`config.mk`:
```
export PLATFORM = sky130hd
export DESIGN_NAME = restricted_occupancy_basis_filter_top
export DESIGN_NICKNAME = d
export VERILOG_FILES = /design/src/rtl/rofb_pkg.sv /design/src/rtl/rofb_front.sv /design/src/rtl/rofb_fifo.sv /design/src/rtl/rofb_back.sv /design/src/rtl/restricted_occupancy_basis_filter_top.sv
export SDC_FILE = /design/constraint.sdc
export NUM_CORES = 1
export LEC_CHECK = 0
export BUFFER_PORTS_ARGS = -buffer_cell sky130_fd_sc_hd__buf_4
export CORE_MARGIN = 5
export CORE_UTILIZATION = 30
export DETAILED_ROUTE_END_ITERATION = 8
export GPL_TIMING_DRIVEN = 0
export PLACE_DENSITY_LB_ADDON = 0.3
export REMOVE_ABC_BUFFERS = 1
export SLEW_MARGIN = 40
export SYNTH_ARGS = -nofsm -noshare
export SYNTH_HDL_FRONTEND = slang
export SYNTH_SLANG_ARGS = --single-unit
```
`constraint.sdc`:
```
create_clock -name aclk -period 14 [get_ports aclk]
set_clock_uncertainty 0.2 [all_clocks]
set_input_delay 2.1 -clock aclk [delete_from_list [all_inputs] [get_ports aclk]]
set_output_delay 2.1 -clock aclk [all_outputs]
set_load 0.005 [all_outputs]
```
`src/rtl/rofb_pkg.sv`:
```
// Package for the restricted occupancy basis filter.
// Field widths, register indexes, shared types and the popcount helpers.
// No dependencies.
package rofb_pkg;

    localparam int MASK_W   = 24;  // occupation bits per spin
    localparam int TOTAL_W  = 6;   // total_particles
    localparam int SITES_W  = 4;   // sites_in_use
    localparam int OCC_W    = 7;   // allowed_occupancy_mask
    localparam int IDX_W    = 32;  // basis_index
    localparam int UPCNT_W  = 5;   // up_count
    localparam int POS_W    = 5;   // bit position inside a mask
    localparam int LOCAL_W  = 3;   // local occupation per site, up to 6
    localparam int CFGIDX_W = 2;
    localparam int CFGDAT_W = 7;

    localparam int DEF_ORBITALS   = 3;
    localparam int DEF_MAX_SITES  = 8;
    localparam int DEF_FIFO_DEPTH = 4;

    localparam logic [CFGIDX_W-1:0] REG_TOTAL_PARTICLES = 2'd0;
    localparam logic [CFGIDX_W-1:0] REG_SITES_IN_USE    = 2'd1;
    localparam logic [CFGIDX_W-1:0] REG_ALLOWED_OCC     = 2'd2;

    localparam logic [TOTAL_W-1:0] RST_TOTAL_PARTICLES = 6'd0;
    localparam logic [SITES_W-1:0] RST_SITES_IN_USE    = 4'd8;
    localparam logic [OCC_W-1:0]   RST_ALLOWED_OCC     = 7'd127;

    typedef struct packed {
        logic [TOTAL_W-1:0] total_particles;
        logic [SITES_W-1:0] sites_in_use;
        logic [OCC_W-1:0]   allowed_occ;
    } rofb_cfg_t;

    // one classified candidate, as queued between front and back
    typedef struct packed {
        logic               ok;
        logic               start;
        logic [UPCNT_W-1:0] up_count;
    } rofb_item_t;

    function automatic logic [3:0] pop8(input logic [7:0] v);
        logic [3:0] n;
        n = 4'd0;
        for (int i = 0; i < 8; i++) begin
            n = n + 4'(v[i]);
        end
        return n;
    endfunction

    function automatic logic [UPCNT_W-1:0] pop24(input logic [MASK_W-1:0] v);
        return UPCNT_W'(pop8(v[7:0])) + UPCNT_W'(pop8(v[15:8]))
             + UPCNT_W'(pop8(v[23:16]));
    endfunction

endpackage

```
`src/rtl/rofb_front.sv`:
```
// Front end: classifies a candidate pair against the configured constraints.
// Pure logic on the incoming beat; result goes into the queue. Uses rofb_pkg.
module rofb_front
    import rofb_pkg::*;
#(
    parameter int ORBITALS  = DEF_ORBITALS,
    parameter int MAX_SITES = DEF_MAX_SITES
) (
    input  rofb_cfg_t           cfg,
    input  logic [MASK_W-1:0]   up_mask,
    input  logic [MASK_W-1:0]   down_mask,
    input  logic                start_of_run,
    output rofb_item_t          item
);

    logic [SITES_W-1:0] sites_eff;
    logic [POS_W-1:0]   used_w;
    logic [UPCNT_W-1:0] nup;
    logic [UPCNT_W-1:0] ndn;
    logic [TOTAL_W-1:0] nsum;
    logic               range_ok;
    logic               sum_ok;
    logic               site_ok;

    assign sites_eff = (cfg.sites_in_use > SITES_W'(MAX_SITES)) ?
                       SITES_W'(MAX_SITES) : cfg.sites_in_use;
    assign used_w    = POS_W'(ORBITALS) * POS_W'(sites_eff);

    assign nup  = pop24(up_mask);
    assign ndn  = pop24(down_mask);
    assign nsum = TOTAL_W'(nup) + TOTAL_W'(ndn);

    assign sum_ok = (nsum == cfg.total_particles);

    always_comb begin
        range_ok = 1'b1;
        for (int p = 0; p < MASK_W; p++) begin
            if ((POS_W'(p) >= used_w) && (up_mask[p] || down_mask[p])) begin
                range_ok = 1'b0;
            end
        end
    end

    // per-site occupation; bit g*sites+s stays below 24 for the active sites
    always_comb begin
        logic [LOCAL_W-1:0] occ;
        logic [POS_W-1:0]   pos;
        site_ok = 1'b1;
        for (int s = 0; s < MAX_SITES; s++) begin
            occ = '0;
            for (int g = 0; g < ORBITALS; g++) begin
                pos = POS_W'(g) * POS_W'(sites_eff) + POS_W'(s);
                occ = occ + LOCAL_W'(up_mask[pos]) + LOCAL_W'(down_mask[pos]);
            end
            if ((SITES_W'(s) < sites_eff) && !cfg.allowed_occ[occ]) begin
                site_ok = 1'b0;
            end
        end
    end

    assign item.ok       = range_ok && sum_ok && site_ok;
    assign item.start    = start_of_run;
    assign item.up_count = nup;

endmodule

```
`src/rtl/rofb_fifo.sv`:
```
// Short queue of classified items between the front end and the back end.
// Register array with head/tail pointers and a fill count. Uses rofb_pkg.
module rofb_fifo
    import rofb_pkg::*;
#(
    parameter int DEPTH = DEF_FIFO_DEPTH
) (
    input  logic       aclk,
    input  logic       aresetn,
    input  logic       push,
    input  rofb_item_t push_item,
    output logic       full,
    input  logic       pop,
    output logic       not_empty,
    output rofb_item_t head_item
);

    localparam int PTR_W = (DEPTH > 1) ? $clog2(DEPTH) : 1;
    localparam int CNT_W = $clog2(DEPTH + 1);

    rofb_item_t           mem [DEPTH];
    logic [PTR_W-1:0]     wr_ptr_reg, wr_ptr_next;
    logic [PTR_W-1:0]     rd_ptr_reg, rd_ptr_next;
    logic [CNT_W-1:0]     cnt_reg, cnt_next;
    logic                 do_push, do_pop;

    assign full      = (cnt_reg == CNT_W'(DEPTH));
    assign not_empty = (cnt_reg != '0);
    assign do_push   = push && !full;
    assign do_pop    = pop && not_empty;
    assign head_item = mem[rd_ptr_reg];

    always_comb begin
        wr_ptr_next = wr_ptr_reg;
        rd_ptr_next = rd_ptr_reg;
        cnt_next    = cnt_reg;
        if (do_push) begin
            wr_ptr_next = (wr_ptr_reg == PTR_W'(DEPTH - 1)) ? '0 : wr_ptr_reg + 1'b1;
        end
        if (do_pop) begin
            rd_ptr_next = (rd_ptr_reg == PTR_W'(DEPTH - 1)) ? '0 : rd_ptr_reg + 1'b1;
        end
        if (do_push && !do_pop) begin
            cnt_next = cnt_reg + 1'b1;
        end else if (do_pop && !do_push) begin
            cnt_next = cnt_reg - 1'b1;
        end
    end

    always_ff @(posedge aclk) begin
        if (!aresetn) begin
            wr_ptr_reg <= '0;
            rd_ptr_reg <= '0;
            cnt_reg    <= '0;
        end else begin
            wr_ptr_reg <= wr_ptr_next;
            rd_ptr_reg <= rd_ptr_next;
            cnt_reg    <= cnt_next;
        end
    end

    always_ff @(posedge aclk) begin
        if (do_push) begin
            mem[wr_ptr_reg] <= push_item;
        end
    end

endmodule

```
`src/rtl/rofb_back.sv`:
```
// Back end: hands out basis indices from a saturating counter and holds the
// result beat in an output register. Uses rofb_pkg.
module rofb_back
    import rofb_pkg::*;
(
    input  logic               aclk,
    input  logic               aresetn,
    input  logic               item_valid,
    input  rofb_item_t         item,
    output logic               item_pop,
    output logic               out_valid,
    input  logic               out_ready,
    output logic               out_accepted,
    output logic [IDX_W-1:0]   out_index,
    output logic [UPCNT_W-1:0] out_up_count
);

    logic [IDX_W-1:0]   count_reg, count_next;
    logic               valid_reg, valid_next;
    logic               acc_reg;
    logic [IDX_W-1:0]   index_reg;
    logic [UPCNT_W-1:0] upc_reg;
    logic [IDX_W-1:0]   base;
    logic               load;

    // output slot frees when empty or when its beat is taken this cycle
    assign load     = item_valid && (!valid_reg || out_ready);
    assign item_pop = load;
    assign base     = item.start ? '0 : count_reg;

    always_comb begin
        count_next = count_reg;
        valid_next = valid_reg;
        if (load) begin
            valid_next = 1'b1;
            count_next = base;
            if (item.ok && (base != '1)) begin
                count_next = base + 1'b1;
            end
        end else if (out_ready) begin
            valid_next = 1'b0;
        end
    end

    always_ff @(posedge aclk) begin
        if (!aresetn) begin
            count_reg <= '0;
            valid_reg <= 1'b0;
        end else begin
            count_reg <= count_next;
            valid_reg <= valid_next;
        end
    end

    always_ff @(posedge aclk) begin
        if (load) begin
            acc_reg   <= item.ok;
            index_reg <= item.ok ? base : '0;
            upc_reg   <= item.up_count;
        end
    end

    assign out_valid    = valid_reg;
    assign out_accepted = acc_reg;
    assign out_index    = index_reg;
    assign out_up_count = upc_reg;

endmodule

```
`src/rtl/restricted_occupancy_basis_filter_top.sv`:
```
// Top level of the restricted occupancy basis filter.
// Holds the configuration registers; ties front end, queue and back end together.
// Uses rofb_pkg, rofb_front, rofb_fifo, rofb_back.
//
//  channel  | dir | handshake            | contents
//  ---------+-----+----------------------+---------------------------------------
//  s_       | in  | s_tvalid / s_tready  | candidate pair, start flag in tuser
//  m_       | out | m_tvalid / m_tready  | index and up count, accepted in tuser
//  cfg_     | in  | cfg_valid/cfg_ready  | register index and write data
//
//  One candidate per cycle sustained while m_tready is high; each input beat is
//  registered in the queue, then in the output register, before its result beat.
//  The index counter in the back end is the only state carried from item to item.
//  aresetn is synchronous, active low; it empties the queue and output slot and
//  restores the register defaults. A stalled m_ side fills the queue, after
//  which s_tready drops. cfg_ready is always high.
module restricted_occupancy_basis_filter_top
    import rofb_pkg::*;
#(
    parameter int ORBITALS   = DEF_ORBITALS,
    parameter int MAX_SITES  = DEF_MAX_SITES,
    parameter int FIFO_DEPTH = DEF_FIFO_DEPTH
) (
    input  logic                aclk,
    input  logic                aresetn,

    input  logic                s_tvalid,
    output logic                s_tready,
    input  logic [47:0]         s_tdata,   // [23:0] up_mask, [47:24] down_mask
    input  logic [0:0]          s_tuser,   // [0] start_of_run

    output logic                m_tvalid,
    input  logic                m_tready,
    output logic [39:0]         m_tdata,   // [31:0] basis_index, [36:32] up_count, zero pad
    output logic [0:0]          m_tuser,   // [0] accepted

    input  logic                cfg_valid,
    output logic                cfg_ready,
    input  logic [CFGIDX_W-1:0] cfg_index,
    input  logic [CFGDAT_W-1:0] cfg_data
);

    rofb_cfg_t          cfg_reg;
    rofb_item_t         front_item;
    rofb_item_t         head_item;
    logic               q_full;
    logic               q_not_empty;
    logic               q_pop;
    logic               out_accepted;
    logic [IDX_W-1:0]   out_index;
    logic [UPCNT_W-1:0] out_up_count;

    assign cfg_ready = 1'b1;

    always_ff @(posedge aclk) begin
        if (!aresetn) begin
            cfg_reg.total_particles <= RST_TOTAL_PARTICLES;
            cfg_reg.sites_in_use    <= RST_SITES_IN_USE;
            cfg_reg.allowed_occ     <= RST_ALLOWED_OCC;
        end else if (cfg_valid && cfg_ready) begin
            unique case (cfg_index)
                REG_TOTAL_PARTICLES: cfg_reg.total_particles <= cfg_data[TOTAL_W-1:0];
                REG_SITES_IN_USE:    cfg_reg.sites_in_use    <= cfg_data[SITES_W-1:0];
                REG_ALLOWED_OCC:     cfg_reg.allowed_occ     <= cfg_data[OCC_W-1:0];
                default: ;
            endcase
        end
    end

    rofb_front #(
        .ORBITALS  (ORBITALS),
        .MAX_SITES (MAX_SITES)
    ) u_front (
        .cfg          (cfg_reg),
        .up_mask      (s_tdata[23:0]),
        .down_mask    (s_tdata[47:24]),
        .start_of_run (s_tuser[0]),
        .item         (front_item)
    );

    assign s_tready = !q_full;

    rofb_fifo #(
        .DEPTH (FIFO_DEPTH)
    ) u_fifo (
        .aclk      (aclk),
        .aresetn   (aresetn),
        .push      (s_tvalid),
        .push_item (front_item),
        .full      (q_full),
        .pop       (q_pop),
        .not_empty (q_not_empty),
        .head_item (head_item)
    );

    rofb_back u_back (
        .aclk         (aclk),
        .aresetn      (aresetn),
        .item_valid   (q_not_empty),
        .item         (head_item),
        .item_pop     (q_pop),
        .out_valid    (m_tvalid),
        .out_ready    (m_tready),
        .out_accepted (out_accepted),
        .out_index    (out_index),
        .out_up_count (out_up_count)
    );

    assign m_tdata = {3'b000, out_up_count, out_index};
    assign m_tuser = out_accepted;

`ifndef ASSERT_OFF
    a_reject_index_zero: assert property (@(posedge aclk) disable iff (!aresetn)
        (m_tvalid && !m_tuser[0]) |-> (m_tdata[31:0] == '0))
        else $error("rejected beat carries a nonzero basis index");

    a_up_count_range: assert property (@(posedge aclk) disable iff (!aresetn)
        m_tvalid |-> (m_tdata[36:32] <= 5'd24))
        else $error("up count above mask width");

    a_reset_empty: assert property (@(posedge aclk)
        !aresetn |=> (!m_tvalid && s_tready))
        else $error("output slot or queue not empty after reset");
`endif

endmodule

```
==> results.cfg <==
[sta]
finalHoldViolCount = 0
drv_slew = 0
whs_ns = 0.287
fin_tns_setup_ns = 0
layout_min_cycle_time_ns = 8.17
setup_viol = 0
fmax_mhz = 122
worst_slew_pin_slew_ns = 0.897
fin_crit_sh = 0.584
rsz0062_at_grt = false
relSlewSlack = 0.402

[placed_design]
routabilityCongestion = 1.00
dpl.hpwl_um = 28500
portBuffers = 102

[cts]
htreeDepth = 4
cts.clk_slew.worst_paths_ns = 0.05
post_cts_buffers = 0
cts-root-buf = clkbuf_16
cts_buffers = 17
ctsResizeCount = 0
clock_tree.buffer_depth = 2
cts_tree = built
cts_num_sinks = 125
clk_latency_ns = 0.42
holdBufCountCts = 0

[worst_setup_path]
timing.rr.end = u_fifo.mem[2][6]$_DFFE_PP_
crit_type = primary input to flop
reg2reg_from = cfg_reg[7]$_SDFFE_PN0P_
r2r_cells = 18
endpoint_kind = flop
cp.arrival_ns = 8.10
cp_data_required_time_ns = 13.92
rrSetupSlack_ns = 6.53
worstSetupStartpointType = primary input
cp_max_fo = 7

[global_route]
grt_max_degree = 78
grt_pass1_wl_um = 55700
grt.total_usage = 0.171
grt_pass1_vias = 9410
grt_antenna_before_repair = 0
grt-ovfl-total = 0

[cells_and_area]
antennaDiodeCount = 0
final_util = 0.352
drive_above_1_share = 0.169
nets = 1459
syn_to_final_growth_pct = 15.8
nFillCells = 3885

[worst_hold_path]
worstHoldPathCells = 2
hold_path.class = flop to flop
hp-start = u_fifo.rd_ptr_reg[1]$_SDFFE_PN0P_
hold_end = u_fifo.rd_ptr_reg[1]$_SDFFE_PN0P_

[logic_synthesis]
synthFlopType = edfxtp_1
yosysMostFrequentCell = nand2_1
post_synth_num_cell_types = 74
synth_area_leaders = edfxtp_1, fa_1, dfxtp_1, mux4_2, ha_1
yosysSeqAreaShare = 0.277
synth_top_area_share = 0.174
synth_commonest_cells = nand2_1, inv_1, mux2i_1, nor2_1, edfxtp_1
avgSynthCellArea_um2 = 9.42
syn_inst = 1212
ys_warn_count = 0
async_flop_share = 0
yosys_register_bits = 125
synth_edf_count = 66
syn_area_um2 = 11400
synth_area_leader_cell = edfxtp_1

[floorplanning]
die_area_um2 = 42000
die_x_um = 205
io-pin-count = 107
floorplan.initialDensity = 0.304
core-area_um2 = 37600
row_count = 71
die_h_um = 205

[routing]
drt_iter0_drc = 815
ant_nets = 0
routed_wl_um = 36300
vias = 9665
viasPerCell = 5.37
drc = 0
wl_per_cell_um = 20.2
dr.pass1.iters = 5

[pwr]
p_leak_nw = 5.33
p_per_area_nw_per_um2 = 153
ir_worst_vdd_uv = 132

[job]
drv_cap = 0

[status]
outcome = complete, no violations
critical path, stage by stage:
cell and delay (ns):
buf_4 0.16, ha_1 0.28, inv_1 0.04, fa_1 0.49, fa_1 0.42, fa_1 0.42
fa_1 0.40, xor2_1 0.20, fa_1 0.61, inv_1 0.06, ha_1 0.28, a21o_1 0.18
a21oi_1 0.16, xor2_1 0.43, ha_1 0.36, a21oi_1 0.16, o221ai_1 0.13, nor3_1 0.18
o2111ai_1 0.13, nor4b_1 0.31, nor4bb_1 0.59
layer usage:
layer	track usage	part of all wire	up-vias
met1	0.237	0.43	4681
met3	0.0408	0.094	60
met2	0.263	0.45	472
met4	0.0562	0.028	0
li1	-	-	4452
met5	0	0	-
kinds of logic after synthesis:
| group | count (synthesis) | share of synthesized area |
|---|---|---|
| compound gates | 217 | 0.122 |
| xor+xnor | 34 | 0.0261 |
| fa+ha+maj | 121 | 0.172 |
| buf+inv | 195 | 0.0685 |
| flops | 125 | 0.277 |
| mux | 125 | 0.161 |
| other cells | 2 | 0.000658 |
| simple gates | 393 | 0.173 |
per-stage QoR:
step | area, µm² | power [mW] | std cells | setup WS [ns]
after global routing | 13200 | 2.19 | 1799 | 5.40
after global placement | 12500 | 1.63 | 1762 | 1.24
after floorplan | 11100 | 1.31 | 1149 | 4.61
final | 13200 | 2.02 | 1799 | 5.83
after CTS | 13200 | 2.04 | 1799 | 5.74
after detailed placement | 12700 | 1.66 | 1767 | 5.32
worst max path at each step:
| stage | from | slack, ns | endpoint | depth (start not counted) |
|---|---|---|---|---|
| after CTS | s_tdata[16] | 5.74 | u_fifo.mem[0][6]$_DFFE_PP_ | 21 |
| after global placement | cfg_reg[10]$_SDFFE_PN1P_ | 1.24 | u_fifo.mem[0][6]$_DFFE_PP_ | 16 |
| after floorplan | cfg_reg[10]$_SDFFE_PN1P_ | 4.61 | u_fifo.mem[0][6]$_DFFE_PP_ | 16 |
| after global routing | s_tdata[16] | 5.40 | u_fifo.mem[2][6]$_DFFE_PP_ | 21 |
| final | s_tdata[16] | 5.83 | u_fifo.mem[2][6]$_DFFE_PP_ | 21 |
| after detailed placement | s_tdata[16] | 5.32 | u_fifo.mem[0][6]$_DFFE_PP_ | 21 |
cell type report:
type / count / area [µm²] / share of cell area
clock buffers: 19 / 433 / 0.0328
clock inverters: 13 / 77.6 / 0.00587
inverters: 130 / 493 / 0.0373
multi-input cells: 894 / 7540 / 0.571
flip-flops and latches: 125 / 3170 / 0.240
well taps: 511 / 639 / 0.0484
repair buffers: 107 / 863 / 0.0653
cells in the final DEF (no fill, tap or decap), types with 9 or more instances in the layout:
cell type    n
mux4_2      42
clkbuf_16   17
a21oi_1     51
o21ai_0     53
mux2i_1     72
xnor2_1     15
nand3_1     36
xor2_1      18
nand2_1    137
nand4_1     14
a211oi_1    10
buf_4      103
nor4_1      14
a22oi_1     11
and2_1      35
a31oi_1     14
nor3_1      13
inv_1      125
and3_1       9
dfxtp_1     56
ha_1        59
nor2b_1     13
o211ai_1    11
fa_1        60
edfxtp_1    66
nor2_1      71
power breakdown:
| part | internal [mW] | switching [mW] | total, mW |
|---|---|---|---|
| registers | 0.518 | 0.0430 | 0.561 |
| logic | 0.487 | 0.593 | 1.08 |
| clock network | 0.222 | 0.154 | 0.376 |
No activity file was read; power rests on OpenSTA's default activity.
